==> config.mk <==
export PLATFORM = sky130hd
export DESIGN_NAME = utf8_sequence_sanitizer_unit_flat
export DESIGN_NICKNAME = d
export VERILOG_FILES = /design/src/hdl/utf8s_pkg.sv /design/src/hdl/utf8s_stream_if.sv /design/src/hdl/utf8_sequence_sanitizer_unit.sv /design/src/hdl/utf8s_apb_regs.sv /design/src/hdl/utf8s_seq.sv /design/src/hdl/utf8s_emit.sv /design/src/flat_wrapper.sv
export SDC_FILE = /design/constraint.sdc
export NUM_CORES = 1
export LEC_CHECK = 0
export ABC_AREA = 0
export BUFFER_PORTS_ARGS = -buffer_cell sky130_fd_sc_hd__buf_4
export CORE_MARGIN = 8
export CORE_UTILIZATION = 36
export CTS_BUF_LIST = sky130_fd_sc_hd__clkbuf_2 sky130_fd_sc_hd__clkbuf_4 sky130_fd_sc_hd__clkbuf_8
export DETAILED_ROUTE_END_ITERATION = 10
export SKIP_CTS_REPAIR_TIMING = 1
export SYNTH_ARGS = -nofsm -noshare
export SYNTH_HDL_FRONTEND = slang
export SYNTH_HIERARCHICAL = 1
export SYNTH_SLANG_ARGS = --single-unit
==> constraint.sdc <==
create_clock -name clk -period 12.2 [get_ports clk]
set_input_delay 0.61 -clock clk [delete_from_list [all_inputs] [get_ports clk]]
set_output_delay 0.61 -clock clk [all_outputs]
set_load 0.05 [all_outputs]
==> src/hdl/utf8s_pkg.sv <==
// Shared widths, constants and types for the UTF-8 sequence sanitizer.
`default_nettype none

package utf8s_pkg;

  localparam int BYTE_W   = 8;
  localparam int APB_DW   = 32;
  localparam int APB_AW   = 3;
  localparam int GROUP_SZ = 4;

  // Word index of the replacement byte register.
  localparam logic REG_IDX_REPL = 1'b0;

  localparam logic [BYTE_W-1:0] REPL_RESET = 8'h3F;

  localparam logic [BYTE_W-1:0] CONT_MASK  = 8'hC0;
  localparam logic [BYTE_W-1:0] CONT_PAT   = 8'h80;
  localparam logic [BYTE_W-1:0] LEAD2_MASK = 8'hE0;
  localparam logic [BYTE_W-1:0] LEAD2_PAT  = 8'hC0;
  localparam logic [BYTE_W-1:0] LEAD3_MASK = 8'hF0;
  localparam logic [BYTE_W-1:0] LEAD3_PAT  = 8'hE0;
  localparam logic [BYTE_W-1:0] LEAD4_MASK = 8'hF8;
  localparam logic [BYTE_W-1:0] LEAD4_PAT  = 8'hF0;

  // All output bytes caused by one input transaction.
  typedef struct packed {
    logic [GROUP_SZ-1:0][BYTE_W-1:0] bytes;
    logic [2:0]                      count;
    logic                            fin;
  } utf8s_group_t;

endpackage : utf8s_pkg

`default_nettype wire

==> src/hdl/utf8s_stream_if.sv <==
// Valid/ready stream interfaces for the input and result channels.
`default_nettype none

interface utf8s_in_if import utf8s_pkg::*; ();
  logic              valid;
  logic              ready;
  logic [BYTE_W-1:0] in_byte;
  logic              is_final;

  modport source (output valid, output in_byte, output is_final, input ready);
  modport sink   (input valid, input in_byte, input is_final, output ready);
endinterface : utf8s_in_if

interface utf8s_out_if import utf8s_pkg::*; ();
  logic              valid;
  logic              ready;
  logic [BYTE_W-1:0] out_byte;
  logic              run_last;
  logic              string_end;

  modport source (output valid, output out_byte, output run_last, output string_end,
                  input ready);
  modport sink   (input valid, input out_byte, input run_last, input string_end,
                  output ready);
endinterface : utf8s_out_if

`default_nettype wire

==> src/hdl/utf8_sequence_sanitizer_unit.sv <==
// Top level of the UTF-8 sequence sanitizer.
// The block accepts one byte transaction per cycle unless stalled, and sends
// each result byte as its own transaction; a byte is registered, its output
// group (zero to four bytes) is formed in one pass and stored in the result
// register. The result channel moves one byte per cycle while the receiver is
// ready; the input side stalls while the result register holds unsent bytes,
// and a byte that causes no result (a lead byte that opens a sequence, or a
// middle continuation byte) leaves the result register unchanged.
// The replacement byte register resets to 0x3F and is written over APB at
// address 0.
`default_nettype none

module utf8_sequence_sanitizer_unit import utf8s_pkg::*; (
  input  wire logic              clk,
  input  wire logic              rst_n,
  utf8s_in_if.sink               in_ch,
  utf8s_out_if.source            out_ch,
  input  wire logic              psel,
  input  wire logic              penable,
  input  wire logic              pwrite,
  input  wire logic [APB_AW-1:0] paddr,
  input  wire logic [APB_DW-1:0] pwdata,
  output logic      [APB_DW-1:0] prdata,
  output logic                   pready
);

  logic              in_valid_r;
  logic [BYTE_W-1:0] in_byte_r;
  logic              in_fin_r;
  logic              grp_free;
  logic              advance;
  logic [BYTE_W-1:0] repl_byte;
  utf8s_group_t      group;

  assign advance     = in_valid_r && grp_free;
  assign in_ch.ready = !in_valid_r || advance;

  always_ff @(posedge clk) begin
    if (!rst_n) begin
      in_valid_r <= 1'b0;
    end else if (in_ch.ready) begin
      in_valid_r <= in_ch.valid;
    end
  end

  always_ff @(posedge clk) begin
    if (in_ch.ready && in_ch.valid) begin
      in_byte_r <= in_ch.in_byte;
      in_fin_r  <= in_ch.is_final;
    end
  end

  utf8s_apb_regs u_regs (
    .clk       (clk),
    .rst_n     (rst_n),
    .psel      (psel),
    .penable   (penable),
    .pwrite    (pwrite),
    .paddr     (paddr),
    .pwdata    (pwdata),
    .prdata    (prdata),
    .pready    (pready),
    .repl_byte (repl_byte)
  );

  utf8s_seq u_seq (
    .clk       (clk),
    .rst_n     (rst_n),
    .advance   (advance),
    .cur_byte  (in_byte_r),
    .cur_fin   (in_fin_r),
    .repl_byte (repl_byte),
    .group     (group)
  );

  utf8s_emit u_emit (
    .clk      (clk),
    .rst_n    (rst_n),
    .load     (advance),
    .group    (group),
    .grp_free (grp_free),
    .out_ch   (out_ch)
  );

endmodule : utf8_sequence_sanitizer_unit

`default_nettype wire

==> src/hdl/utf8s_apb_regs.sv <==
// APB register block holding the replacement byte.
`default_nettype none

module utf8s_apb_regs import utf8s_pkg::*; (
  input  wire logic              clk,
  input  wire logic              rst_n,
  input  wire logic              psel,
  input  wire logic              penable,
  input  wire logic              pwrite,
  input  wire logic [APB_AW-1:0] paddr,
  input  wire logic [APB_DW-1:0] pwdata,
  output logic      [APB_DW-1:0] prdata,
  output logic                   pready,
  output logic      [BYTE_W-1:0] repl_byte
);

  logic [BYTE_W-1:0] repl_r;
  logic              wr_hit;

  assign pready    = 1'b1;
  assign wr_hit    = psel && penable && pwrite && (paddr[2] == REG_IDX_REPL);
  assign repl_byte = repl_r;

  always_ff @(posedge clk) begin
    if (!rst_n) begin
      repl_r <= REPL_RESET;
    end else if (wr_hit) begin
      repl_r <= pwdata[BYTE_W-1:0];
    end
  end

  always_comb begin
    prdata = '0;
    if (paddr[2] == REG_IDX_REPL) begin
      prdata = {{(APB_DW-BYTE_W){1'b0}}, repl_r};
    end
  end

endmodule : utf8s_apb_regs

`default_nettype wire

==> src/hdl/utf8s_seq.sv <==
// Sequence tracker: holds an open UTF-8 sequence and forms the output group per byte.
`default_nettype none

module utf8s_seq import utf8s_pkg::*; (
  input  wire logic              clk,
  input  wire logic              rst_n,
  input  wire logic              advance,
  input  wire logic [BYTE_W-1:0] cur_byte,
  input  wire logic              cur_fin,
  input  wire logic [BYTE_W-1:0] repl_byte,
  output utf8s_group_t           group
);

  logic [BYTE_W-1:0] held_r [3];
  logic [1:0]        cnt_r;
  logic [1:0]        cnt_nxt;
  logic [2:0]        exp_r;
  logic [2:0]        exp_nxt;
  logic              held_we;
  logic [1:0]        held_idx;

  function automatic logic [2:0] lead_len(input logic [BYTE_W-1:0] b);
    logic [2:0] len;
    len = 3'd0;
    if ((b & LEAD2_MASK) == LEAD2_PAT) begin
      len = 3'd2;
    end else if ((b & LEAD3_MASK) == LEAD3_PAT) begin
      len = 3'd3;
    end else if ((b & LEAD4_MASK) == LEAD4_PAT) begin
      len = 3'd4;
    end
    return len;
  endfunction

  always_comb begin
    logic [GROUP_SZ-1:0][BYTE_W-1:0] slots;
    logic [2:0]                      n;
    logic [2:0]                      len;
    logic [1:0]                      flush_cnt;
    logic                            is_cont;

    slots    = '0;
    n        = 3'd0;
    cnt_nxt  = cnt_r;
    exp_nxt  = exp_r;
    held_we  = 1'b0;
    held_idx = cnt_r;
    is_cont  = (cur_byte & CONT_MASK) == CONT_PAT;
    len      = lead_len(cur_byte);

    if ((exp_r != 3'd0) && is_cont) begin
      if (({1'b0, cnt_r} + 3'd1) >= exp_r) begin
        for (int i = 0; i < 3; i++) begin
          if ((2'(i) < cnt_r) && (n != 3'd4)) begin
            slots[n[1:0]] = held_r[i];
            n = n + 3'd1;
          end
        end
        if (n != 3'd4) begin
          slots[n[1:0]] = cur_byte;
          n = n + 3'd1;
        end
        cnt_nxt = 2'd0;
        exp_nxt = 3'd0;
      end else begin
        held_we = 1'b1;
        cnt_nxt = cnt_r + 2'd1;
      end
    end else begin
      if (exp_r != 3'd0) begin
        for (int i = 0; i < 3; i++) begin
          if ((2'(i) < cnt_r) && (n != 3'd4)) begin
            slots[n[1:0]] = repl_byte;
            n = n + 3'd1;
          end
        end
        cnt_nxt = 2'd0;
        exp_nxt = 3'd0;
      end
      if (!cur_byte[BYTE_W-1]) begin
        slots[n[1:0]] = cur_byte;
        n = n + 3'd1;
      end else if (len != 3'd0) begin
        held_we  = 1'b1;
        held_idx = 2'd0;
        cnt_nxt  = 2'd1;
        exp_nxt  = len;
      end else begin
        slots[n[1:0]] = repl_byte;
        n = n + 3'd1;
      end
    end

    if (cur_fin && (exp_nxt != 3'd0)) begin
      flush_cnt = cnt_nxt;
      for (int i = 0; i < 3; i++) begin
        if ((2'(i) < flush_cnt) && (n != 3'd4)) begin
          slots[n[1:0]] = repl_byte;
          n = n + 3'd1;
        end
      end
      cnt_nxt = 2'd0;
      exp_nxt = 3'd0;
    end else begin
      flush_cnt = 2'd0;
    end

    group.bytes = slots;
    group.count = n;
    group.fin   = cur_fin;
  end

  always_ff @(posedge clk) begin
    if (!rst_n) begin
      cnt_r <= 2'd0;
      exp_r <= 3'd0;
    end else if (advance) begin
      cnt_r <= cnt_nxt;
      exp_r <= exp_nxt;
    end
  end

  always_ff @(posedge clk) begin
    if (advance && held_we) begin
      held_r[held_idx] <= cur_byte;
    end
  end

  a_closed_empty : assert property (@(posedge clk) disable iff (!rst_n)
    (exp_r == 3'd0) |-> (cnt_r == 2'd0))
    else $error("held bytes remain with no open sequence");

  a_open_bounds : assert property (@(posedge clk) disable iff (!rst_n)
    (exp_r != 3'd0) |-> ((cnt_r != 2'd0) && ({1'b0, cnt_r} < exp_r) &&
                         (exp_r == 3'd2 || exp_r == 3'd3 || exp_r == 3'd4)))
    else $error("open sequence state is inconsistent");

endmodule : utf8s_seq

`default_nettype wire

==> src/hdl/utf8s_emit.sv <==
// Result register: holds a byte group; sends one transaction per cycle while ready.
`default_nettype none

module utf8s_emit import utf8s_pkg::*; (
  input  wire logic         clk,
  input  wire logic         rst_n,
  input  wire logic         load,
  input  wire utf8s_group_t group,
  output logic              grp_free,
  utf8s_out_if.source       out_ch
);

  logic [GROUP_SZ-1:0][BYTE_W-1:0] bytes_r;
  logic [2:0]                      n_r;
  logic [1:0]                      pos_r;
  logic                            fin_r;
  logic                            valid_r;
  logic                            is_last;
  logic                            out_fire;

  assign is_last  = ({1'b0, pos_r} + 3'd1) == n_r;
  assign out_fire = valid_r && out_ch.ready;
  assign grp_free = !valid_r || (out_fire && is_last);

  assign out_ch.valid      = valid_r;
  assign out_ch.out_byte   = bytes_r[pos_r];
  assign out_ch.run_last   = is_last;
  assign out_ch.string_end = is_last && fin_r;

  always_ff @(posedge clk) begin
    if (!rst_n) begin
      valid_r <= 1'b0;
      pos_r   <= 2'd0;
    end else if (load && (group.count != 3'd0)) begin
      valid_r <= 1'b1;
      pos_r   <= 2'd0;
    end else if (out_fire) begin
      if (is_last) begin
        valid_r <= 1'b0;
      end
      pos_r <= pos_r + 2'd1;
    end
  end

  always_ff @(posedge clk) begin
    if (load && (group.count != 3'd0)) begin
      bytes_r <= group.bytes;
      n_r     <= group.count;
      fin_r   <= group.fin;
    end
  end

  a_pos_in_group : assert property (@(posedge clk) disable iff (!rst_n)
    valid_r |-> ((n_r != 3'd0) && ({1'b0, pos_r} < n_r)))
    else $error("result position outside the stored group");

  a_step_pos : assert property (@(posedge clk) disable iff (!rst_n)
    (out_fire && !is_last && !load) |=> (valid_r && (pos_r == $past(pos_r) + 2'd1)))
    else $error("group did not advance after a transaction");

endmodule : utf8s_emit

`default_nettype wire
==> src/flat_wrapper.sv <==
// flat-port wrapper written by rule: the top's interface ports become plain ports
module utf8_sequence_sanitizer_unit_flat import utf8s_pkg::*;
  (clk, rst_n, psel, penable, pwrite, paddr, pwdata, prdata, pready, in_ch_valid, in_ch_in_byte, in_ch_is_final, in_ch_ready, out_ch_valid, out_ch_out_byte, out_ch_run_last, out_ch_string_end, out_ch_ready);
  utf8s_in_if in_ch_i ();
  utf8s_out_if out_ch_i ();
  input  wire logic clk;
  input  wire logic rst_n;
  input  wire logic psel;
  input  wire logic penable;
  input  wire logic pwrite;
  input  wire logic [APB_AW-1:0] paddr;
  input  wire logic [APB_DW-1:0] pwdata;
  output logic      [APB_DW-1:0] prdata;
  output logic pready;
  input wire logic [$bits(in_ch_i.valid)-1:0] in_ch_valid;
  input wire logic [$bits(in_ch_i.in_byte)-1:0] in_ch_in_byte;
  input wire logic [$bits(in_ch_i.is_final)-1:0] in_ch_is_final;
  output wire logic [$bits(in_ch_i.ready)-1:0] in_ch_ready;
  output wire logic [$bits(out_ch_i.valid)-1:0] out_ch_valid;
  output wire logic [$bits(out_ch_i.out_byte)-1:0] out_ch_out_byte;
  output wire logic [$bits(out_ch_i.run_last)-1:0] out_ch_run_last;
  output wire logic [$bits(out_ch_i.string_end)-1:0] out_ch_string_end;
  input wire logic [$bits(out_ch_i.ready)-1:0] out_ch_ready;
  assign in_ch_i.valid = in_ch_valid;
  assign in_ch_i.in_byte = in_ch_in_byte;
  assign in_ch_i.is_final = in_ch_is_final;
  assign in_ch_ready = in_ch_i.ready;
  assign out_ch_valid = out_ch_i.valid;
  assign out_ch_out_byte = out_ch_i.out_byte;
  assign out_ch_run_last = out_ch_i.run_last;
  assign out_ch_string_end = out_ch_i.string_end;
  assign out_ch_i.ready = out_ch_ready;
  utf8_sequence_sanitizer_unit u_core (.clk(clk), .rst_n(rst_n), .in_ch(in_ch_i), .out_ch(out_ch_i), .psel(psel), .penable(penable), .pwrite(pwrite), .paddr(paddr), .pwdata(pwdata), .prdata(prdata), .pready(pready));
endmodule
==> results.md <==
- The first detailed-routing pass ran for 5 iterations.
- The clock passes through at most 2 buffers.
- The power spent charging and discharging nets is 171.6 uW.
- The number of nets in the layout is 599.
- The finished layout holds around 700 standard cells, fillers aside.
- The initial standard-cell utilization of the core is 0.3665.
- The max-slew violation total from the final report was 0.
- The first global-routing pass estimated about 20 mm of wire.
- The clock skew is 11.94 ps.
- Of the total synthesized cell area, the portion taken by full adders, half adders and majority gates is 0.04952.
- The final antenna diode count is 0.
- The primary flip-flop cell chosen by synthesis mapping is edfxtp_1.
- The total track usage is 0.1332.
- The critical path buffer and inverter count is 5.
- The critical path in this run is classified as flip-flop to flip-flop.
- The slowest stage cell on the critical path is dfxtp_1.
- The register bit count reported by yosys is 86.
- The count of max-cap constraint violations is 0.
- Summed over all nets, the half-perimeter wirelength after detailed placement is around 9.6 mm.
- Broken down by cell family, the worst path's largest delay share belongs to compound AO/OA/AOI/OAI gates.
- The dominant combinational cell family by area after synthesis is compound AO/OA/AOI/OAI gates.
- The biggest area consumer among synthesized cells is edfxtp_1.
- The flow ran to the end, and the final reports show no timing, DRC or antenna violations.
- In this run, the number of DRC markers left after iteration 0 of detailed routing was between 300 and 400.
- For this design, the sink count on the clock tree is 86.
- The clock slew at the register clock pins of the worst setup and hold paths is about 80 ps.
- A synthesized cell averages between 10 and 15 um^2.
- The worst path setup slack after routing is between 5000 and 6000 ps.
- The root cell of the clock tree is clkbuf_8.
- The H-tree was split into 3 levels.
- The worst setup path is captured at a flip-flop.
- The share of the yosys chip area belonging to registers is 0.4546.
- The worst setup path is launched from a flip-flop.
- The xor-xnor portion of the synthesized cell area is 0.01651.
- Once detail routing completed, the nets flagged for antenna violations numbered 0.
- In this run the tool buffered the top-level ports with 44 buffer cells.
- Of the post-synthesis cell area, the part taken by muxes is 0.06154.
- The total global routing overflow is 0.
- The proportion of register bits with asynchronous set or reset after synthesis is 0.
- The worst hold path belongs to the class input port to flip-flop.
- The actual slew at the worst max-slew pin is 1085 ps.
- Of the post-synthesis cell area, the dominant cell type holds 0.3905.
- Dividing the detail-routed wire length by the instance count gives approximately 17 um.
- The vias per cell is ~5.3.
- The number of antenna violations at the first check in global routing is 0.
- The setup-violating endpoint count in the final report is 0.
- The power density of the placed cells is 110.4 nW/um^2.
- The biggest cell delay along the critical path is 640 ps.
- Routability-driven placement finished with a final weighted congestion of 0.8741.
- The gate count of the mapped netlist is between 400 and 500.
- The placed instance count is 700.
- The final worst-path cycle share is 0.5222.
- The switching part of the total power is 0.2635.
- Prior to clock tree synthesis, the placed netlist has a worst setup slack of between 5000 and 6000 ps.
- The residual DRC count is 0.
- The share of total power dissipated in combinational logic is 0.150.
- Measured along the x axis, the die boundary spans approximately 140 um.
- Of the cells placed in the final design, the portion with a size suffix greater than 1 is 0.1786.
- Setup repair after global routing left no endpoint under its margin.
- The compound-gate portion of the synthesized area is 0.2047.
- Of all nets on the critical path, the largest fanout is 37.
- At the worst endpoint, the required time is ~12,000 ps.
- The final routed wirelength across all metal layers is 12.36 mm.
- The synthesized netlist occupies a cell area of between 5000 and 6000 um^2.
- In this run, CTS created clock tree buffers numbering 9.
- At the worst endpoint, the arrival time is 6600 ps.
- The die covers approximately 19,000 um^2.
- Yosys attributes the largest share of cell area to edfxtp_1 (39%), dfxtp_1 (6.4%), ha_1 (5.0%), mux4_1 (4.0%), buf_4 (3.8%).
- The maximum number of pins on one net before global-route repair is 38.
- The share of total power in sequential cells is 0.518.
- Hold timing on the final database bottoms out at a slack of between 400 and 500 ps.
- The internal power of the cells totals around 480 uW.
- The post-synthesis cell type count is 74.
- IR analysis of the VDD net gives a maximum drop of about 0.00006 V.
- After floorplanning, the core was sized to cover approximately 14,000 um^2.
- Of the total synthesized cell area, the portion taken by AND, OR, NAND and NOR gates is 0.1398.
- The area overhead of the layout relative to synthesis is 11.18%.
- The clock tree from TritonCTS is done.
- The final count of hold timing violations is 0.
- Adding up every negative setup slack in the final design gives 0 ps.
- Summing over every cut layer, the via total after detailed routing is between 3,000 and 4,000.
- The share of total power dissipated in the clock network is 0.332.
- The clock network latency to the later pin of the worst-skew pair is around 360 ps.
- The timing-limited maximum frequency is 157.0 MHz.
- Measured along the y axis, the die boundary spans between 100 and 150 um.
- The smallest clock period supported by the final layout is computed as about 6400 ps.
- In this run, synthesis inferred 69 flip-flops with an integrated enable.
- Yosys printed 6 warnings.
- The number of global-route vias before repair is approximately 3,700.
- The relative max-transition margin is 0.2710.
- In this run the static leakage power is 2.224 nW.
- By instance count, the cell type seen most on the critical path is ha_1.
- The floorplan has 44 rows.
- The number of filler instances in the final layout is 1,405.
- In this run the count of I/O pins placed on the die edge is between 90 and 100.
[stage by stage]
step / utilization / cell area, um^2 / total power, mW
after floorplan: - / 5393 / 0.4207
after global placement: 0.3923 / 5680 / 0.4392
after detailed placement: 0.3923 / 5680 / 0.4414
after CTS: 0.4074 / 5899 / 0.6576
after global routing: 0.4074 / 5899 / 0.6789
final: 0.4074 / 5899 / 0.6512
[layout by cell type (no fill, tap or decap), types with 4 or more instances in the layout]
cell	instances
nand2_1	45
xnor2_1	5
a31oi_1	4
and2b_2	8
a32oi_1	4
dfxtp_1	17
mux4_1	8
o22ai_1	4
clkbuf_8	9
a21boi_0	4
mux2i_1	9
edfxtp_1	69
nor2_1	17
a21oi_1	17
o21ai_0	11
xor2_1	5
nor3b_1	5
conb_1	25
ha_1	21
a21o_1	13
a22oi_1	22
nor3_1	13
nor2b_1	17
a22o_1	9
o21ai_1	24
nand3_1	8
inv_1	24
buf_4	46
[cells in the mapped netlist, drive strengths merged (3+ instances only)]
master,n
edfxtp,69
nand2,45
o21ai,38
buf,33
inv,25
a22oi,22
ha,21
a21oi,20
nor2,19
dfxtp,17
nor2b,17
nor3,15
a21o,13
clkbuf,10
a22o,9
mux2i,9
and2b,8
mux4,8
nand3,8
a21boi,6
nor3b,5
xnor2,5
xor2,5
a31oi,4
a32oi,4
o22ai,4
a211oi,3
a31o,3
and2,3
and3,3
nand2b,3
o211ai,3
o21a,3
or3,3
[cell families after synthesis]
family	count (synthesis)
buffers and inverters	68
AO/OA/AOI/OAI	147
flip-flops	86
adder cells (fa/ha/maj)	21
other	2
XOR/XNOR	10
AND/OR/NAND/NOR	137
multiplexers	19
[path summary, 6_finish.rpt]
| kind | from | end | slack [ps] | depth (start not counted) |
|---|---|---|---|---|
| worst max-delay path | u_core/u_seq/cnt_r[1]$_SDFFE_PN0P_ | u_core/u_emit/out_ch.valid$_SDFFE_PN0P_ | 5830 | 25 |
| worst min-delay path | in_ch_is_final | u_core/in_fin_r$_DFFE_PP_ | 430 | 1 |
| worst max register to register | u_core/u_seq/cnt_r[1]$_SDFFE_PN0P_ | u_core/u_emit/out_ch.valid$_SDFFE_PN0P_ | 5830 | 25 |
| worst min register to register | u_core/in_valid_r$_SDFFE_PN0P_ | u_core/in_valid_r$_SDFFE_PN0P_ | 520 | 2 |
[sequential cells by signal, summed over array words and instances (netlist names)]
signal / count
u_core/u_emit/out_ch.valid: 1
u_core/in_fin_r: 1
u_core/u_regs/repl_byte: 8
u_core/u_seq/held_r: 24
u_core/u_seq/exp_r: 3
u_core/u_emit/bytes_r: 32
u_core/in_valid_r: 1
u_core/u_seq/cnt_r: 2
u_core/u_emit/fin_r: 1
u_core/in_byte_r: 8
u_core/u_emit/pos_r: 2
u_core/u_emit/n_r: 3
[per-layer routing]
metal | vias up | wire length [um] | GRT usage
met4 | 0 | 153 | 0.03621
met5 | - | 0 | 0
met3 | 11 | 769 | 0.02662
li1 | 1859 | - | -
met1 | 1789 | 5643 | 0.1817
met2 | 128 | 5797 | 0.2099
[power groups by stage]
stage	logic (mW)	registers [mW]	clock network [mW]
global route	0.105	0.339	0.235
detailed placement	0.0975	0.344	0
global placement	0.0960	0.343	0
floorplan	0.0819	0.339	0
finish	0.0977	0.337	0.216
CTS	0.0978	0.337	0.223
[area by class of cell]
type	instances	area, um^2	share of cell area
clock buffer	12	146.4	0.02481
clock inverter	4	72.57	0.01230
inverter	25	93.84	0.01591
multi-input combinational	359	2599	0.4405
sequential	86	2412	0.4089
tap	184	230.2	0.03902
timing repair buffer	46	345.3	0.05854
No activity file was read; power rests on OpenSTA's default activity.
